--- src/lgts_pkg.sv ---
`timescale 1ns / 1ps
`default_nettype none
package lgts_pkg;

  localparam int TRK_COUNT = 5;
  localparam int TRK_OWN = 0;
  localparam int TRK_LF = 1;
  localparam int TRK_LR = 2;
  localparam int TRK_RF = 3;
  localparam int TRK_RR = 4;
  localparam logic [18:0] OWN_LIMIT = 19'd25600;
  localparam logic [18:0] SIDE_LIMIT = 19'd256000;
  localparam logic [16:0] SPEED_NONE = 17'h1FFFF;
  localparam int LANE_WIDTH = 1024;
  localparam int HOR_W = 6;
  localparam int DATA_W = 112;
  localparam int RES_W = 184;

  // One classified vehicle handed from front to back.
  typedef struct packed {
    logic signed [15:0] d;
    logic        [31:0] sq;
    logic        [23:0] s;
    logic        [1:0]  lane;
    logic        [7:0]  hor;
    logic        [24:0] ego;
    logic               last;
  } lgts_item_t;

endpackage
`default_nettype wire

--- src/lane_gap_target_selector.sv ---
`timescale 1ns / 1ps
`default_nettype none
// Lane gap target selector.
// Input stream: one tracked vehicle per request on in_tdata, with in_tlast
// marking the final vehicle of a frame. Output stream: one request per frame
// with the gap and speed of the nearest vehicle ahead in the own lane and
// ahead and behind in the left and right lanes; -1 in both fields means none.
// cfg_we writes the step time in 1/65536 s.
// The front squares the two velocity components one after the other and
// places the result in a two-entry queue. The back then runs a bit-serial
// square root, two multiplier steps for the projection and one tracker
// update, and takes the next vehicle only once that update is done; the
// square root is the longest of these steps.
// The frame result appears in the cycle after the last vehicle's update and
// is held until taken; while it waits the back takes no new vehicle, the
// front still fills its queue.
// Synchronous reset clears the trackers, the queue and loads step time 1311.
module lane_gap_target_selector
  import lgts_pkg::*;
#(
  parameter int LANE_COUNT = 3,
  parameter int MAX_HORIZON = 63
) (
  input  wire logic                clk,
  input  wire logic                rst_n,
  input  wire logic                cfg_we,
  input  wire logic [15:0]         cfg_wdata,
  input  wire logic                in_tvalid,
  output logic                     in_tready,
  // lateral_offset, velocity_x, velocity_y, position_along, ego_lane,
  // horizon_steps, ego_future_position, zero fill
  input  wire logic [DATA_W-1:0]   in_tdata,
  input  wire logic                in_tlast,
  output logic                     out_tvalid,
  input  wire logic                out_tready,
  // own_front_gap, own_front_speed, left_front_gap, left_front_speed,
  // left_rear_gap, left_rear_speed, right_front_gap, right_front_speed,
  // right_rear_gap, right_rear_speed, zero fill
  output logic [RES_W-1:0]         out_tdata
);

  logic [15:0] step_r;
  logic        q_valid, q_ready;
  lgts_item_t  q_item;

  always_ff @(posedge clk) begin
    if (!rst_n) step_r <= 16'd1311;
    else if (cfg_we) step_r <= cfg_wdata;
  end

  lgts_front #(.MAX_HORIZON(MAX_HORIZON)) u_front (
    .clk(clk), .rst_n(rst_n), .in_tvalid(in_tvalid), .in_tready(in_tready),
    .in_tdata(in_tdata), .in_tlast(in_tlast),
    .q_valid(q_valid), .q_ready(q_ready), .q_item(q_item)
  );

  lgts_back #(.LANE_COUNT(LANE_COUNT)) u_back (
    .clk(clk), .rst_n(rst_n), .step_time(step_r),
    .q_valid(q_valid), .q_ready(q_ready), .q_item(q_item),
    .out_tvalid(out_tvalid), .out_tready(out_tready), .out_tdata(out_tdata)
  );

`ifndef SYNTHESIS
  a_hold: assert property (@(posedge clk) disable iff (!rst_n)
    out_tvalid && !out_tready |=> out_tvalid && $stable(out_tdata))
    else $error("result dropped while stalled");
  a_noaccept: assert property (@(posedge clk) disable iff (!rst_n)
    out_tvalid |-> !q_ready)
    else $error("back took a vehicle while a result waits");
`endif

endmodule
`default_nettype wire

--- src/lgts_front.sv ---
`timescale 1ns / 1ps
`default_nettype none
module lgts_front
  import lgts_pkg::*;
#(
  parameter int MAX_HORIZON = 63
) (
  input  wire logic                clk,
  input  wire logic                rst_n,
  input  wire logic                in_tvalid,
  output logic                     in_tready,
  input  wire logic [DATA_W-1:0]   in_tdata,
  input  wire logic                in_tlast,
  output logic                     q_valid,
  input  wire logic                q_ready,
  output lgts_item_t               q_item
);

  // Two-entry queue; the square of the speed is formed with one multiplier
  // pass per component, in states F_SQX and F_SQY.
  typedef enum logic [2:0] {
    F_IDLE = 3'b001,
    F_SQX  = 3'b010,
    F_SQY  = 3'b100
  } f_state_t;

  f_state_t   st_r, st_nxt;
  lgts_item_t cur_r;
  logic signed [15:0] vx_r, vy_r;
  lgts_item_t q_r [2];
  logic [1:0] cnt_r;
  logic       wp_r, rp_r;
  logic signed [15:0] mul_op;
  logic [31:0] mul_res;
  logic [7:0]  hor_sat;
  logic        push;
  lgts_item_t q_wr_item;

  assign in_tready = (st_r == F_IDLE) && (cnt_r != 2'd2);
  assign mul_op = (st_r == F_SQX) ? vx_r : vy_r;
  assign mul_res = 32'(mul_op * mul_op);
  assign hor_sat = (32'(in_tdata[79:74]) > 32'(MAX_HORIZON)) ? 8'(MAX_HORIZON)
                 : 8'(in_tdata[79:74]);
  assign push = (st_r == F_SQY);

  always_comb begin
    q_wr_item = cur_r;
    q_wr_item.sq = cur_r.sq + mul_res;
  end

  always_comb begin
    st_nxt = st_r;
    unique case (st_r)
      F_IDLE: if (in_tvalid && in_tready) st_nxt = F_SQX;
      F_SQX:  st_nxt = F_SQY;
      F_SQY:  st_nxt = F_IDLE;
      default: st_nxt = F_IDLE;
    endcase
  end

  always_ff @(posedge clk) begin
    if (!rst_n) begin
      st_r <= F_IDLE;
      cnt_r <= '0;
      wp_r <= 1'b0;
      rp_r <= 1'b0;
    end else begin
      st_r <= st_nxt;
      if (push) wp_r <= ~wp_r;
      if (q_valid && q_ready) rp_r <= ~rp_r;
      cnt_r <= cnt_r + 2'(push) - 2'(q_valid && q_ready);
    end
  end

  always_ff @(posedge clk) begin
    if (in_tvalid && in_tready) begin
      cur_r.d <= in_tdata[15:0];
      vx_r <= in_tdata[31:16];
      vy_r <= in_tdata[47:32];
      cur_r.s <= in_tdata[71:48];
      cur_r.lane <= in_tdata[73:72];
      cur_r.hor <= hor_sat;
      cur_r.ego <= in_tdata[104:80];
      cur_r.last <= in_tlast;
      cur_r.sq <= '0;
    end
    if (st_r == F_SQX) cur_r.sq <= mul_res;
    if (push) q_r[wp_r] <= q_wr_item;
  end

  assign q_valid = (cnt_r != 2'd0);
  assign q_item = q_r[rp_r];

endmodule
`default_nettype wire

--- src/lgts_sqrt.sv ---
`timescale 1ns / 1ps
`default_nettype none
module lgts_sqrt
  import lgts_pkg::*;
(
  input  wire logic        clk,
  input  wire logic        rst_n,
  input  wire logic        start,
  input  wire logic [31:0] x,
  output logic             done,
  output logic [16:0]      root
);

  // Digit-by-digit root, one result bit per cycle, then round to nearest.
  // The partial root is scaled by the current bit weight, so it needs the
  // full operand width until the last step.
  logic [32:0] rem_r;
  logic [32:0] r_r;
  logic [32:0] bit_r;
  logic        busy_r;
  logic [32:0] trial;

  assign trial = rem_r;

  always_ff @(posedge clk) begin
    if (!rst_n) begin
      busy_r <= 1'b0;
      done <= 1'b0;
    end else begin
      done <= 1'b0;
      if (start) begin
        busy_r <= 1'b1;
      end else if (busy_r && bit_r == '0) begin
        busy_r <= 1'b0;
        done <= 1'b1;
      end
    end
  end

  logic [32:0] rb;
  assign rb = r_r + bit_r;

  always_ff @(posedge clk) begin
    if (start) begin
      rem_r <= 33'(x);
      r_r <= '0;
      bit_r <= 33'h1_0000_0000 >> 2;
    end else if (busy_r) begin
      if (bit_r != '0) begin
        if (trial >= rb) begin
          rem_r <= trial - rb;
          r_r <= (r_r >> 1) + bit_r;
        end else begin
          r_r <= r_r >> 1;
        end
        bit_r <= bit_r >> 2;
      end
    end
  end

  assign root = r_r[16:0] + 17'(rem_r > r_r);

endmodule
`default_nettype wire

--- src/lgts_back.sv ---
`timescale 1ns / 1ps
`default_nettype none
module lgts_back
  import lgts_pkg::*;
#(
  parameter int LANE_COUNT = 3
) (
  input  wire logic              clk,
  input  wire logic              rst_n,
  input  wire logic [15:0]       step_time,
  input  wire logic              q_valid,
  output logic                   q_ready,
  input  wire lgts_item_t        q_item,
  output logic                   out_tvalid,
  input  wire logic              out_tready,
  output logic [RES_W-1:0]       out_tdata
);

  typedef enum logic [4:0] {
    B_IDLE = 5'b00001,
    B_ROOT = 5'b00010,
    B_MUL1 = 5'b00100,
    B_MUL2 = 5'b01000,
    B_UPD  = 5'b10000
  } b_state_t;

  b_state_t   st_r, st_nxt;
  lgts_item_t it_r;
  logic [16:0] spd_r;
  logic [32:0] p1_r;
  logic [40:0] p2_r;
  logic [18:0] gap_r [TRK_COUNT];
  logic [16:0] tspd_r [TRK_COUNT];
  logic [TRK_COUNT-1:0] fnd_r;
  logic        sq_start, sq_done;
  logic [16:0] sq_root;
  logic [25:0] fut;
  logic signed [19:0] d_e;
  logic signed [19:0] lo_own;
  logic in_own, in_l, in_r;
  logic ahead, behind;
  logic [25:0] dfront, dback;
  logic [TRK_COUNT-1:0] hit;
  logic [25:0] cand [TRK_COUNT];

  function automatic logic signed [19:0] q_d_ext(input logic signed [15:0] v);
    return 20'(v);
  endfunction

  // The root starts on the same edge that loads it_r, so it reads the queue.
  lgts_sqrt u_sqrt (
    .clk(clk), .rst_n(rst_n), .start(sq_start), .x(q_item.sq),
    .done(sq_done), .root(sq_root)
  );

  assign q_ready = (st_r == B_IDLE) && !out_tvalid;
  assign sq_start = (st_r == B_IDLE) && q_valid && q_ready;

  always_comb begin
    st_nxt = st_r;
    unique case (st_r)
      B_IDLE: if (sq_start) st_nxt = B_ROOT;
      B_ROOT: if (sq_done) st_nxt = B_MUL1;
      B_MUL1: st_nxt = B_MUL2;
      B_MUL2: st_nxt = B_UPD;
      B_UPD:  st_nxt = B_IDLE;
      default: st_nxt = B_IDLE;
    endcase
  end

  // Lane bands (1024*k, 1024*(k+1)) open at both ends.
  assign d_e = 20'(q_d_ext(it_r.d));
  assign lo_own = $signed({8'd0, it_r.lane, 10'd0});
  assign in_own = (d_e > lo_own) && (d_e < lo_own + 20'sd1024);
  assign in_l = (it_r.lane != 2'd0) && (d_e > lo_own - 20'sd1024) && (d_e < lo_own);
  assign in_r = (32'(it_r.lane) + 1 < LANE_COUNT) && (d_e > lo_own + 20'sd1024)
             && (d_e < lo_own + 20'sd2048);

  assign fut = 26'(it_r.s) + 26'((p2_r + 41'd32768) >> 16);
  assign ahead = fut > 26'(it_r.ego);
  assign behind = fut < 26'(it_r.ego);
  assign dfront = fut - 26'(it_r.ego);
  assign dback = 26'(it_r.ego) - fut;

  always_comb begin
    hit[TRK_OWN] = in_own && ahead;
    hit[TRK_LF] = in_l && ahead;
    hit[TRK_LR] = in_l && behind;
    hit[TRK_RF] = in_r && ahead;
    hit[TRK_RR] = in_r && behind;
    cand[TRK_OWN] = dfront;
    cand[TRK_LF] = dfront;
    cand[TRK_LR] = dback;
    cand[TRK_RF] = dfront;
    cand[TRK_RR] = dback;
  end

  always_ff @(posedge clk) begin
    if (!rst_n) begin
      st_r <= B_IDLE;
      out_tvalid <= 1'b0;
      fnd_r <= '0;
      for (int i = 0; i < TRK_COUNT; i++) begin
        gap_r[i] <= (i == TRK_OWN) ? OWN_LIMIT : SIDE_LIMIT;
        tspd_r[i] <= SPEED_NONE;
      end
    end else begin
      st_r <= st_nxt;
      if (out_tvalid && out_tready) out_tvalid <= 1'b0;
      if (st_r == B_UPD) begin
        for (int i = 0; i < TRK_COUNT; i++) begin
          if (it_r.last) begin
            gap_r[i] <= (i == TRK_OWN) ? OWN_LIMIT : SIDE_LIMIT;
            tspd_r[i] <= SPEED_NONE;
            fnd_r[i] <= 1'b0;
          end else if (hit[i] && cand[i] < 26'(gap_r[i])) begin
            gap_r[i] <= 19'(cand[i]);
            tspd_r[i] <= spd_r;
            fnd_r[i] <= 1'b1;
          end
        end
        if (it_r.last) out_tvalid <= 1'b1;
      end
    end
  end

  always_ff @(posedge clk) begin
    if (sq_start) it_r <= q_item;
    if (st_r == B_ROOT && sq_done) spd_r <= sq_root;
    if (st_r == B_MUL1) p1_r <= 33'(spd_r) * 33'(step_time);
    if (st_r == B_MUL2) p2_r <= 41'(p1_r) * 41'(it_r.hor);
    if (st_r == B_UPD && it_r.last) begin
      logic [18:0] g [TRK_COUNT];
      logic [16:0] v [TRK_COUNT];
      logic        f;
      for (int i = 0; i < TRK_COUNT; i++) begin
        f = fnd_r[i];
        g[i] = gap_r[i];
        v[i] = tspd_r[i];
        if (hit[i] && cand[i] < 26'(gap_r[i])) begin
          f = 1'b1;
          g[i] = 19'(cand[i]);
          v[i] = spd_r;
        end
        if (!f) begin
          g[i] = '1;
          v[i] = SPEED_NONE;
        end
      end
      out_tdata <= {7'b0, v[TRK_RR], g[TRK_RR], v[TRK_RF], g[TRK_RF],
                    v[TRK_LR], g[TRK_LR], v[TRK_LF], g[TRK_LF],
                    v[TRK_OWN], g[TRK_OWN][15:0]};
    end
  end

endmodule
`default_nettype wire

--- config.mk ---
export PLATFORM = sky130hd
export DESIGN_NAME = lane_gap_target_selector
export DESIGN_NICKNAME = d
export VERILOG_FILES = /design/src/lgts_pkg.sv /design/src/lane_gap_target_selector.sv /design/src/lgts_front.sv /design/src/lgts_sqrt.sv /design/src/lgts_back.sv
export SDC_FILE = /design/constraint.sdc
export NUM_CORES = 2
export LEC_CHECK = 0
export BUFFER_PORTS_ARGS = -buffer_cell sky130_fd_sc_hd__buf_2
export CORE_ASPECT_RATIO = 0.9
export CORE_MARGIN = 2
export CORE_UTILIZATION = 55
export DETAILED_ROUTE_END_ITERATION = 10
export PLACE_DENSITY = 0.8
export SLEW_MARGIN = 20
export SYNTH_ARGS = -nofsm -noshare
export SYNTH_HDL_FRONTEND = slang
export SYNTH_SLANG_ARGS = --single-unit
--- constraint.sdc ---
create_clock -name clk -period 14.9 [get_ports clk]
set_input_delay 4.47 -clock clk [delete_from_list [all_inputs] [get_ports clk]]
set_output_delay 4.47 -clock clk [all_outputs]
set_load 0.05 [all_outputs]
# Yosys cells after proc, flatten, opt, wreduce, memory -nomap -nowiden
# Memories as Yosys holds them, arrays and structs flattened. A register that Yosys moved wholly into a read port is not among the register bits.
# Cells that the tools add are included.
[word_totals] register_bits=600 mem_bits_rw=392 in_bits=134 memories=3
[classes] add_sub_neg=15 multipliers=3 magnitude_cmp=16 eq_ne=12 n_mux=98 bitwise=23 n_reduce_logical=40
[mem_list] memory="u_front.q_r" depth=2 width=106 read_ports=1 rd_ports_with_merged_regs=1 wr=1 line="lgts_front.sv:30" source="lgts_item_t q_r [2];"
[mem_list] memory="u_back.gap_r" depth=5 width=19 read_ports=5 rd_ports_with_merged_regs=0 wr=5 line="lgts_back.sv:32" source="logic [18:0] gap_r [TRK_COUNT];"
[mem_list] memory="u_back.tspd_r" depth=5 width=17 read_ports=5 rd_ports_with_merged_regs=0 wr=5 line="lgts_back.sv:33" source="logic [16:0] tspd_r [TRK_COUNT];"
[op_table] op="two-way mux 19 bit" n=14
[op_table] op="two-way mux 17 bit" n=15
[op_table] op="two-way mux 32 bit" n=5
[op_table] op="< comparator 26 x 19 -> 1 bit" n=5
[op_table] op="two-way mux 92 bit" n=1
[op_table] op="two-way mux 1 bit" n=55
[op_table] op="adder 41 x 16 -> 41 bit, second input constant" n=1
[op_table] op="multiplier 33 x 8 -> 41 bit" n=1
[op_table] op="adder 32 x 31 -> 33 bit" n=1
[op_table] op="adder 33 x 31 -> 33 bit" n=1
[op_table] op=">= comparator 33 bit" n=1
[op_table] op="greater-than comparator 33 bit" n=1
[op_table] op="zero test 33 bit" n=1
[op_table] op="multiplier 17 x 16 -> 33 bit" n=1
[op_table] op="two-way mux 33 bit" n=1
[op_table] op="nonzero test 33 bit" n=1
[op_table] op="subtractor 33 bit" n=1
[op_table] op="adder 32 bit" n=1
[op_table] op="greater-than comparator 16 x 13 -> 1 bit" n=2
[op_table] op="< comparator 16 x 14 -> 1 bit" n=2
[op_table] op="< comparator 32 x 2 -> 1 bit, second input constant" n=1
[op_table] op="multiplier 16 x 16 -> 32 bit" n=1
[op_table] op="two-way mux 16 bit" n=2
[op_table] op="adder 24 x 25 -> 26 bit" n=1
[op_table] op="other kinds (35)" n=91

# Logic depth before layout (Yosys ltp)
[logic_depth] depth_word=12 mapped_depth=42

# Hierarchy
# From an unflattened synthesis, not the netlist that was laid out.
[hier_totals] hier_cells=6914 hier_area_um2=74996.9
[by_module_without_submodules] mod="lgts_back" instances=1 cells_per_inst=4107 area_per_inst_um2=43515.5
[by_module_without_submodules] mod="lgts_front" instances=1 cells_per_inst=1723 area_per_inst_um2=22520.3
[by_module_without_submodules] mod="lgts_sqrt" instances=1 cells_per_inst=1033 area_per_inst_um2=8363.0
[by_module_without_submodules] mod="lane_gap_target_selector" instances=1 cells_per_inst=51 area_per_inst_um2=598.1

# Worst setup path before layout
# No wires, ideal clock.
[synth_path] kind="register to register" startpoint="register u_back.p2_r[22]" endpoint="memory u_back.gap_r[4][0] (enable)" setup_time_ns=0.479 arrival_ns=8.614 slack_ns=5.807 path_stages_with_launch=28 n_path_buf=3 path_cell_list="edfxtp_1 nand4_1 or4_1 nor2_1 xor2_1 ha_1 and4_1 o21a_1 a221o_1 a31o_2 xor2_1 ha_1 clkbuf_1 nand2_1 nor2_1 and2_1 a211o_1 a21oi_1 xor2_1 inv_1 ha_1 nand4_1 nor3_1 a2111oi_0 nand2_1 buf_2 clkbuf_1 o21ai_0"
[synth_rtl] item="start, declared" line="lgts_back.sv:31" source="logic [40:0] p2_r;"
[synth_rtl] item="start signal, assigned" line="lgts_back.sv:131" source="if (st_r == B_MUL2) p2_r <= 41'(p1_r) * 41'(it_r.hor);"
[synth_rtl] item="end, declared" line="lgts_back.sv:32"

==> results.yml <==
worst_setup_path:
  crit_required_ns: 15.34
  critical_path_buf_inv_count: 6
  cp_slowest_cell: "fa_1"
  cp_max_fo: 33
  cp_top_family: "adder cells"
  max_stage_delay_ns: 0.55
  crit_top_cell: "fa_1"
  arrival_ns: 10.39
  critPathLaunchType: "flip-flop"
  cp-end-kind: "flip-flop"
  crit_type: "reg -> reg"
route:
  drtIter0Drc: 4364
  wl_per_cell_um: 19.87
  avgViaCountPerCell: 5.695
  first_pass_iters: 6
  routed_wl_um: 174200
  vias: 49924
  ant_nets: 0
  drc_errors: 0
clock_network:
  numCtsBuffers: 102
  hold_buffers: 0
  cts.sinks: 974
  clockRootBuffer: "clkbuf_16"
  clockBufferDepth: 3
  cts_tree: "yes"
  clock_latency_ns: 0.76
  cts.clk_slew.worst_paths_ns: 0.06
  post_cts_buffers: 0
  cts_max_level: 3
  cts_resized: 0
grt:
  antenna_found_initial: 15
  grt_pass1_wl_um: 278100
  grt_usage_pct: 25.82
  grt_pass1_vias: 51203
  gr-total-overflow: 0
  grt_max_degree: 109
timing:
  drv_slew: 0
  timing.final.crit_period_ns: 9.946
  rsz0062_at_grt: "no"
  clock_skew_ns: 0.06876
  tns_ns: 0
  maxSlewHeadroom_pct: 26.56
  finalHoldViolations: 0
  timing.fmax_ghz: 0.1005
  setup_viol: 0
  post-route-period-util_pct: 66.75
  worst_slew_pin_slew_ns: 1.102
  setup_ws_ns: 4.954
yosys:
  syn_inst: 6733
  synth-edff-count: 887
  synth_common_cells: "inv_1 (1021), edfxtp_1 (887), ha_1 (589), fa_1 (572), nand2_1 (528)"
  synth-warning-count: 0
  yosysTopAreaCell: "edfxtp_1"
  ys_seq_area_share_pct: 38.94
  synth_area_leaders: "edfxtp_1 (37%), fa_1 (16%), ha_1 (10%)"
  synth_flop_cell: "edfxtp_1"
  synth_most_common_cell: "inv_1"
  ys_types: 86
  synth.top_cell.area_share_pct: 36.55
  avgSynthCellArea_um2: 10.82
  synth.ff_latch_count: 974
  async_reset_ff_share_pct: 0
  netlist_area_um2: 72880
flow_run:
  drv_cap: 0
die:
  core_area_um2: 131300
  die_width_um: 387.7
  die-height_um: 349.3
  rows: 126
  dieArea_um2: 135400
  initial_core_util_pct: 55.50
  pin_count: 320
final_layout:
  stdcell_area_um2: 79680
  final_util_pct: 60.67
  drive_gt1_share_pct: 10.78
  layout.nets: 8249
  area_growth_pct: 9.324
placed_design:
  dp_slack_ns: 4.970
  io_buffer_count: 305
  gp_congestion: 0.9400
  placed_cell_area_um2: 76140
  dp_hpwl_um: 129100
hold_path:
  hold_path.class: "reg -> reg"
outcome:
  status: "complete, no violations"
## worst register-to-register path, delay by kind of cell (launching register included)
kind,cells,cell delay [ns]
AO/OA/AOI/OAI,10,2.35
adder cells (fa/ha/maj),8,3.57
AND/OR/NAND/NOR,8,1.87
buffers and inverters,6,1.07
flip-flops,1,0.32
XOR/XNOR,3,0.48
## final timing paths
path                                start                      endpoint  slack [ns]  cells after the start
min           u_front.cur_r[13]$_DFFE_PP_  u_front.q_r[1][13]$_DFFE_PP_        0.38                      0
min reg2reg   u_front.cur_r[13]$_DFFE_PP_  u_front.q_r[1][13]$_DFFE_PP_        0.38                      0
max          u_front.st_r[2]$_SDFFE_PN0P_  u_front.q_r[0][89]$_DFFE_PP_        4.95                     35
max reg2reg  u_front.st_r[2]$_SDFFE_PN0P_  u_front.q_r[0][89]$_DFFE_PP_        4.95                     35
## area by class of cell
class                      instances  area, µm²
antenna                            5      12.51
sequential                       974      28380
fill                           10279      51650
clock inverter                    69      853.3
inverter                        1026       3859
clock buffer                     114       2629
tap                             1728       2162
multi-input combinational       4479      39720
timing repair buffer             371       2057
## logic make-up after synthesis
| kind of cell | after synthesis | share of synthesized area (%) |
|---|---|---|
| buf+inv | 1286 | 6.714 |
| compound gates | 924 | 8.091 |
| mux | 279 | 4.120 |
| fa+ha+maj | 1161 | 25.82 |
| simple gates | 1814 | 12.78 |
| other cells | 1 | 0.005145 |
| flops | 974 | 38.94 |
| xor+xnor | 294 | 3.533 |
## placed cells by master (no fill, tap or decap), drive strengths merged, types with 49 or more instances in the layout
cell / synthesis / routed
a211oi: 49 / 49
a21o: 133 / 133
a21oi: 267 / 267
a31oi: 71 / 71
and2: 302 / 302
and3: 70 / 70
buf: 39 / 371
clkbuf: 221 / 114
dfxtp: 87 / 87
edfxtp: 887 / 887
fa: 572 / 572
ha: 589 / 589
inv: 1021 / 1031
mux2: 168 / 168
mux2i: 111 / 111
nand2: 528 / 528
nand2b: 180 / 180
nand3: 57 / 57
nand4: 60 / 60
nor2: 268 / 268
nor2b: 116 / 116
nor3: 85 / 85
o21a: 55 / 55
o21ai: 185 / 185
xnor2: 199 / 199
xor2: 95 / 95
## sequential cells by signal, summed over array words and instances (netlist names), 2 cells and up, named ones only
signal,cells
u_front.cur_r,105
u_back.u_sqrt.rem_r,33
u_back.p1_r,33
u_back.u_sqrt.bit_r,16
u_back.d_e,16
u_back.it_r,58
u_back.fnd_r,5
step_r,16
u_front.q_r,212
u_back.spd_r,17
u_back.out_tdata,177
u_back.p2_r,25
u_front.vy_r,16
u_front.vx_r,16
u_back.tspd_r,85
u_back.u_sqrt.r_r,33
u_back.st_r,5
u_back.gap_r,95
u_front.cnt_r,2
u_front.st_r,3
## stage by stage
stage	hold slack (ns)	cells
3_5_place_dp	0.4311	8576
4_1_cts	0.3900	8759
6_report	0.3818	8766
2_1_floorplan	0.4215	6739
3_3_place_gp	0.4226	8575
5_1_grt	0.4068	8762
## per-layer routing
metal	vias to the layer above	routed length, µm	track usage, %
met4	8	5047	7.653
met2	1877	82200	42.65
met1	24618	73940	35.04
met3	310	12990	4.551
li1	23111	-	-
met5	-	47	0
Power is not shown: default switching activity piles up to over one toggle a cycle in this logic, so the estimate is an artifact.
